<file path="src/sv/sus_pkg.sv">
// Shared types and constants for the sorted union block.
// Used by sus_cell and by the top level sorted_union_without_duplicates.
`default_nettype none

package sus_pkg;

   // width of one list element
   localparam int VALUE_W = 32;

   // controller states
   typedef enum logic [0:0] {
      ST_LOAD,
      ST_DRAIN
   } state_type;

   // controls broadcast from the top level to every cell
   typedef struct packed {
      logic                      insert;  // place ctrl value in sorted order
      logic                      shift;   // move every value one cell toward the head
      logic signed [VALUE_W-1:0] value;   // value being loaded
   } cell_ctrl_type;

endpackage

`default_nettype wire

</file>
<file path="src/sv/sus_cell.sv">
// One storage cell of the sorted chain: holds one kept value, compares it
// with the broadcast value and takes data from either neighbor.
// Depends on sus_pkg.
`default_nettype none

module sus_cell (
   input  wire logic                               clock,
   input  wire sus_pkg::cell_ctrl_type             ctrl,
   input  wire logic                               occupied,
   input  wire logic                               tail,
   input  wire logic signed [sus_pkg::VALUE_W-1:0] prev_value,
   input  wire logic                               prev_gt,
   input  wire logic signed [sus_pkg::VALUE_W-1:0] next_value,
   output      logic signed [sus_pkg::VALUE_W-1:0] value,
   output      logic                               gt,
   output      logic                               eq
);

   logic signed [sus_pkg::VALUE_W-1:0] value_ff;
   logic signed [sus_pkg::VALUE_W-1:0] value_in;

   // compare held value against the incoming one
   assign gt    = occupied && (value_ff > ctrl.value);
   assign eq    = occupied && (value_ff == ctrl.value);
   assign value = value_ff;

   // shift toward the head on drain; on insert, open a slot above the new value
   always_comb begin
      value_in = value_ff;
      if (ctrl.shift) begin
         value_in = next_value;
      end else if (ctrl.insert && (gt || tail)) begin
         value_in = prev_gt ? prev_value : ctrl.value;
      end
   end

   always_ff @(posedge clock) begin
      value_ff <= value_in;
   end

endmodule

`default_nettype wire

</file>
<file path="src/sv/sorted_union_without_duplicates.sv">
// Top level of the sorted union block: load controller, counters and the
// chain of sus_cell storage cells. Depends on sus_pkg and sus_cell.
//
// Usage:
//   Items enter on the req_ channel (valid/ready), one per cycle while
//   loading. A first-list item is kept without a duplicate check; a second-list item is kept
//   only if no equal value is already held. Each list takes at most
//   LIST_DEPTH items; further ones are dropped and raise rsp_overflow.
//   The chain of 2*LIST_DEPTH cells compares and inserts as each item is
//   accepted, so loading runs at one item per cycle.
//   When an item with req_final_req is accepted and values are held, the
//   block stops taking items and drains: the first result appears the next
//   cycle, then one result per cycle while rsp_ready is high, in ascending
//   order, with rsp_last on the final one. The next item is taken in the
//   cycle after the last result. If no value is held, the run just clears.
//   While the receiver stalls, the head result holds and the chain waits.
//   After the drain all counts and the overflow flag return to zero.
//   Reset (synchronous, active high) empties the store at once.
`default_nettype none

module sorted_union_without_duplicates #(
   parameter int LIST_DEPTH = 8
) (
   input  wire logic                               clock,
   input  wire logic                               reset,
   input  wire logic                               req_valid,
   output      logic                               req_ready,
   input  wire logic signed [sus_pkg::VALUE_W-1:0] req_value,
   input  wire logic                               req_second_list,
   input  wire logic                               req_final_req,
   output      logic                               rsp_valid,
   input  wire logic                               rsp_ready,
   output      logic signed [sus_pkg::VALUE_W-1:0] rsp_merged_value,
   output      logic                               rsp_last,
   output      logic                               rsp_overflow
);

   localparam int STORE_DEPTH = 2 * LIST_DEPTH;
   localparam int CNT_W       = $clog2(STORE_DEPTH + 1);
   localparam int LST_W       = $clog2(LIST_DEPTH + 1);

   sus_pkg::state_type state_ff, state_in;
   logic [CNT_W-1:0]   kept_count_ff, kept_count_in;
   logic [LST_W-1:0]   first_count_ff, first_count_in;
   logic [LST_W-1:0]   second_count_ff, second_count_in;
   logic               dropped_ff, dropped_in;

   sus_pkg::cell_ctrl_type ctrl;

   logic signed [sus_pkg::VALUE_W-1:0] cell_value [STORE_DEPTH];
   logic signed [sus_pkg::VALUE_W-1:0] prev_value [STORE_DEPTH];
   logic signed [sus_pkg::VALUE_W-1:0] next_value [STORE_DEPTH];
   logic [STORE_DEPTH-1:0]             cell_gt;
   logic [STORE_DEPTH-1:0]             cell_eq;
   logic [STORE_DEPTH-1:0]             prev_gt;
   logic [STORE_DEPTH-1:0]             occupied;
   logic [STORE_DEPTH-1:0]             tail;

   logic req_fire, rsp_fire;
   logic first_full, second_full, duplicate, do_insert, store_full;

   assign req_fire    = req_valid && req_ready;
   assign rsp_fire    = rsp_valid && rsp_ready;
   assign first_full  = (first_count_ff == LST_W'(LIST_DEPTH));
   assign second_full = (second_count_ff == LST_W'(LIST_DEPTH));
   assign store_full  = (kept_count_ff == CNT_W'(STORE_DEPTH));
   assign duplicate   = |cell_eq;

   // decide whether the accepted item enters the store
   always_comb begin
      do_insert = 1'b0;
      if (req_fire && !store_full) begin
         if (req_second_list) begin
            do_insert = !second_full && !duplicate;
         end else begin
            do_insert = !first_full;
         end
      end
   end

   // broadcast controls to the chain
   always_comb begin
      ctrl.insert = do_insert;
      ctrl.shift  = rsp_fire;
      ctrl.value  = req_value;
   end

   // build the chain with neighbor links
   for (genvar i = 0; i < STORE_DEPTH; i++) begin : g_cell
      assign occupied[i] = (kept_count_ff > CNT_W'(i));
      assign tail[i]     = (kept_count_ff == CNT_W'(i));
      if (i == 0) begin : g_head
         assign prev_value[i] = req_value;
         assign prev_gt[i]    = 1'b0;
      end else begin : g_body
         assign prev_value[i] = cell_value[i-1];
         assign prev_gt[i]    = cell_gt[i-1];
      end
      if (i == STORE_DEPTH - 1) begin : g_end
         assign next_value[i] = cell_value[i];
      end else begin : g_mid
         assign next_value[i] = cell_value[i+1];
      end

      sus_cell u_cell (
         .clock      (clock),
         .ctrl       (ctrl),
         .occupied   (occupied[i]),
         .tail       (tail[i]),
         .prev_value (prev_value[i]),
         .prev_gt    (prev_gt[i]),
         .next_value (next_value[i]),
         .value      (cell_value[i]),
         .gt         (cell_gt[i]),
         .eq         (cell_eq[i])
      );
   end

   // next state
   always_comb begin
      state_in = state_ff;
      case (state_ff)
         sus_pkg::ST_LOAD: begin
            if (req_fire && req_final_req && (kept_count_in != '0)) begin
               state_in = sus_pkg::ST_DRAIN;
            end
         end
         sus_pkg::ST_DRAIN: begin
            if (rsp_fire && (kept_count_ff == CNT_W'(1))) begin
               state_in = sus_pkg::ST_LOAD;
            end
         end
         default: state_in = sus_pkg::ST_LOAD;
      endcase
   end

   // handshake outputs
   always_comb begin
      req_ready = 1'b0;
      rsp_valid = 1'b0;
      case (state_ff)
         sus_pkg::ST_LOAD:  req_ready = 1'b1;
         sus_pkg::ST_DRAIN: rsp_valid = 1'b1;
         default: begin
            req_ready = 1'b0;
            rsp_valid = 1'b0;
         end
      endcase
   end

   // result payload comes from the head cell
   assign rsp_merged_value = cell_value[0];
   assign rsp_last         = (kept_count_ff == CNT_W'(1));
   assign rsp_overflow     = dropped_ff;

   // advance counters and the drop flag
   always_comb begin
      kept_count_in   = kept_count_ff;
      first_count_in  = first_count_ff;
      second_count_in = second_count_ff;
      dropped_in      = dropped_ff;
      if (req_fire) begin
         if (req_second_list) begin
            if (second_full) begin
               dropped_in = 1'b1;
            end else begin
               second_count_in = second_count_ff + LST_W'(1);
            end
         end else begin
            if (first_full) begin
               dropped_in = 1'b1;
            end else begin
               first_count_in = first_count_ff + LST_W'(1);
            end
         end
         if (do_insert) begin
            kept_count_in = kept_count_ff + CNT_W'(1);
         end
         // a final item that leaves nothing stored just clears the run
         if (req_final_req && (kept_count_in == '0)) begin
            first_count_in  = '0;
            second_count_in = '0;
            dropped_in      = 1'b0;
         end
      end
      if (rsp_fire) begin
         kept_count_in = kept_count_ff - CNT_W'(1);
         if (kept_count_ff == CNT_W'(1)) begin
            first_count_in  = '0;
            second_count_in = '0;
            dropped_in      = 1'b0;
         end
      end
   end

   always_ff @(posedge clock) begin
      if (reset) begin
         state_ff        <= sus_pkg::ST_LOAD;
         kept_count_ff   <= '0;
         first_count_ff  <= '0;
         second_count_ff <= '0;
         dropped_ff      <= 1'b0;
      end else begin
         state_ff        <= state_in;
         kept_count_ff   <= kept_count_in;
         first_count_ff  <= first_count_in;
         second_count_ff <= second_count_in;
         dropped_ff      <= dropped_in;
      end
   end

`ifndef SYNTH
   // a result is only offered while values are held
   assert property (@(posedge clock) disable iff (reset)
      rsp_valid |-> (kept_count_ff != '0))
      else $error("result offered with empty store");

   // kept values never outnumber the items counted in while loading
   assert property (@(posedge clock) disable iff (reset)
      req_ready |-> ((CNT_W+1)'(kept_count_ff) <=
                     (CNT_W+1)'(first_count_ff) + (CNT_W+1)'(second_count_ff)))
      else $error("kept count exceeds items counted");

   // after the last result the block returns to loading with an empty store
   assert property (@(posedge clock) disable iff (reset)
      (rsp_valid && rsp_ready && rsp_last) |=> (req_ready && (kept_count_ff == '0)))
      else $error("store not empty after last result");
`endif

endmodule

`default_nettype wire
</file>
<file path="config.mk">
export PLATFORM = sky130hd
export DESIGN_NAME = sorted_union_without_duplicates
export DESIGN_NICKNAME = d
export VERILOG_FILES = /design/src/sv/sus_pkg.sv /design/src/sv/sus_cell.sv /design/src/sv/sorted_union_without_duplicates.sv
export SDC_FILE = /design/constraint.sdc
export NUM_CORES = 2
export LEC_CHECK = 0
export BUFFER_PORTS_ARGS = -buffer_cell sky130_fd_sc_hd__buf_2
export CAP_MARGIN = 5
export CORE_ASPECT_RATIO = 0.6
export CORE_MARGIN = 5
export CORE_UTILIZATION = 38
export CTS_CLUSTER_SIZE = 12
export DETAILED_ROUTE_END_ITERATION = 10
export GPL_ROUTABILITY_DRIVEN = 0
export GPL_TIMING_DRIVEN = 0
export PLACE_DENSITY = 0.56
export SLEW_MARGIN = 20
export SYNTH_ARGS = -nofsm -noshare
export SYNTH_HDL_FRONTEND = slang
export SYNTH_SLANG_ARGS = --single-unit
</file>
<file path="constraint.sdc">
create_clock -name clock -period 8.3 [get_ports clock]
set_input_delay 0.83 -clock clock [delete_from_list [all_inputs] [get_ports clock]]
set_output_delay 0.83 -clock clock [all_outputs]
set_load 0.005 [all_outputs]
</file>
==> results_dict.tcl <==
set metrics [dict create \
    r2r_slack_ps 2200 \
    initial_core_util_pct 38.3 \
    grt_busiest_layer "met1" \
    cp_max_fo 18 \
    avgSynthCellArea_um2 9.86 \
    grt_max_degree 33 \
    synthCells 3981 \
    setup_tns_ps 0 \
    final_cell_mix "ha_1, edfxtp_1, nand2_1" \
    ant_nets 0 \
    finalClockSkew_ps 22.1 \
    antenna_found_initial 5 \
    drtIter0Drc 4650 \
    power_mw 10.4 \
    reg2regPathDepth 15 \
    slowest_stage "clkinv_1" \
    drt_pre_antenna_iters 7 \
    rr_endpoint "g_cell[0].u_cell.value[3]$_DFFE_PP_" \
    drc 0 \
    fin_nets 4688 \
    synth_seq_cells 527 \
    num_vias 34500 \
    run_status "completed" \
    vdd_drop_max_uv 174 \
    max_slew_margin_pct 11.9 \
    path_common_cell "buf_4" \
    yosysSeqAreaShare_pct 39.9 \
    synth_ff_type "edfxtp_1" \
    cts_made_buffers 56 \
    dp_hpwl_mm 128 \
    fin_util_pct 42.7 \
    grt_util_met1_pct 42.9 \
    met3_usage_pct 8.12 \
    hold_class "register to register" \
    syn-cell-area_um2 39200 \
    clk_pin_slew_ps 60 \
    fmax_mhz 143 \
    dp_cells 5465 \
    whs_path_depth 2 \
    pin_count 74 \
    die-area_um2 110000 \
    cts_num_sinks 527 \
    clk_latency_ps 660 \
    die_x_um 425 \
    wl_per_cell_um 27.7 \
    drv_slew 0 \
    hold_buffers 0 \
    arrival_ps 7400 \
    timing_hold_violations_final 0 \
    h-tree-depth 2 \
    clockBufferDepth 3 \
    worstHoldEndpoint "rsp_overflow$_SDFF_PP0_" \
    ys_warn_count 0 \
    vias_per_cell 6.19 \
    fin_crit_ps 6990 \
    p_per_area_nw_per_um2 236 \
    fp-row-count 91 \
    critPathKind "input pin to register" \
    cts-resized-gates 0 \
    cts_tree "yes" \
    p_leak_nw 17.2 \
    grtUsageTotal_pct 26.9 \
    synth_fp_nets 4541 \
    grt.met2_usage_pct 34.3 \
    core_um2 103000 \
    first_global_vias 32300 \
    endpoint_kind "register" \
    syn_to_final_growth_pct 11.6 \
    synth-edff-count 512 \
    min_from "rsp_overflow$_SDFF_PP0_" \
    cp.required_ps 8710 \
    tightest_slew_ps 1320 \
    period_share_pct 84.2 \
    rr_startpoint "kept_count_ff[1]$_SDFF_PP0_" \
    ys_types 75 \
    cap_violations 0 \
    gr-total-overflow 0 \
    final_common_cell "ha_1" \
    io_buffer_count 71 \
    place_area_um2 42000 \
    cp_cell_sequence "buf_2 > clkinv_1 > ha_1 > nand4_1 > nor4_1 > nand4_1 > nor2_1 > a2111oi_1 > a31oi_1 > buf_2 > clkbuf_2 > o211ai_1 > buf_4 > buf_4 > buf_4 > buf_4" \
    routed_wl_mm 154 \
    die_h_um 259 \
    synthArstFlopShare_pct 0 \
    max_stage_delay_ps 1010 \
    rsz0062_at_grt "false" \
    finalSetupViolCount 0 \
    drive_gt1_share_pct 7.67 \
    critPathLaunchType "input pin" \
    stdcell_count 5570 \
    final_cell_area_um2 43800 \
    cts_setup_buffers 0 \
    clockRootBuffer "clkbuf_16" \
    grt_pass1_wl_mm 216 \
]
[layout make-up]
| class | instances | area, um2 |
|---|---|---|
| timing repair buffer | 89 | 751 |
| tap | 1395 | 1750 |
| buffer | 271 | 1250 |
| clock buffer | 81 | 1610 |
| antenna | 2 | 5.00 |
| multi-input combinational | 3110 | 22300 |
| fill | 10000 | 58800 |
| sequential | 527 | 15700 |
| clock inverter | 22 | 184 |
| inverter | 73 | 274 |
[worst max-delay path, delay by kind of cell]
family,cells,cell delay (ps)
buf+inv,8,3540
simple gates,4,1450
compound gates,3,780
fa+ha+maj,1,740
[kinds of logic after synthesis]
logic type               Yosys count  synth area share (%)
AND/OR/NAND/NOR                 1274                  15.0
AO/OA/AOI/OAI                   1113                  19.4
flip-flops                       527                  39.9
adder cells (fa/ha/maj)          522                  16.6
buffers and inverters            344                  3.85
multiplexers                     194                  4.97
XOR/XNOR                           7                 0.156
[worst max-delay path by stage]
stage / to / from / cells past startpoint / slack, ps
finish: g_cell[0].u_cell.value[3]$_DFFE_PP_ / req_value[7] / 16 / 1310
global route: g_cell[0].u_cell.value[3]$_DFFE_PP_ / req_value[7] / 16 / 1390
CTS: g_cell[0].u_cell.value[3]$_DFFE_PP_ / req_value[31] / 16 / 1840
detailed placement: g_cell[0].u_cell.value[5]$_DFFE_PP_ / req_value[31] / 16 / 1140
global placement: g_cell[4].u_cell.value[6]$_DFFE_PP_ / req_value[27] / 14 / -840
floorplan: g_cell[12].u_cell.value[0]$_DFFE_PP_ / req_value[9] / 13 / 2280
[metal layers]
layer  wire [um]  vias up
met5         283        -
met4        3840        4
met3       20700      201
met2       55300     1837
met1       74100    16700
li1            -    15700
[cells in the mapped netlist, types with 7 or more instances]
master     instances  area, um2
a221o_1          161       1610
a211oi_1          17        128
xnor2_1            7       61.3
nand3_1          107        536
nand2_1          484       1820
and2_1             7       43.8
ha_1             522       6530
buf_2             27        135
a21oi_1          204       1020
or3_1              8       50.1
a21o_1           170       1280
edfxtp_1         512      15400
inv_1             72        270
o31ai_1           35        263
nand2b_1          15       93.8
nor4_1            53        332
or2_2              8       50.1
clkbuf_1         185        694
dfxtp_1           15        300
buf_4             43        323
a31oi_1           50        313
a2111oi_0         11       96.3
nor3_1           131        656
o22ai_1            8       50.1
mux2i_1          190       1900
o211ai_1          74        556
o21a_1            44        330
nor2_1           256        961
o21ai_0          266       1330
and3_1            15       93.8
nor2b_1           32        200
nand4_1          131        820
buf_1             13       48.8
[sequential cells by signal, summed over array words and instances (netlist names)]
register,count
first_count_ff,4
g_cell.u_cell.value,512
kept_count_ff,5
rsp_overflow,1
second_count_ff,4
state_ff,1
[power by group]
group	internal (mW)	switching (mW)
Clock	1.43	1.20
Combinational	1.42	2.32
Sequential	3.61	0.376
Total	6.46	3.89
[metrics by stage]
| stage | setup WS, ps | hold WS [ps] |
|---|---|---|
| 6_report | 1310 | 482 |
| 3_5_place_dp | 1140 | 474 |
| 3_3_place_gp | -836 | 465 |
| 5_1_grt | 1390 | 498 |
| 2_1_floorplan | 2280 | 450 |
| 4_1_cts | 1840 | 484 |
Note: power is estimated with default switching activity, not from simulation.
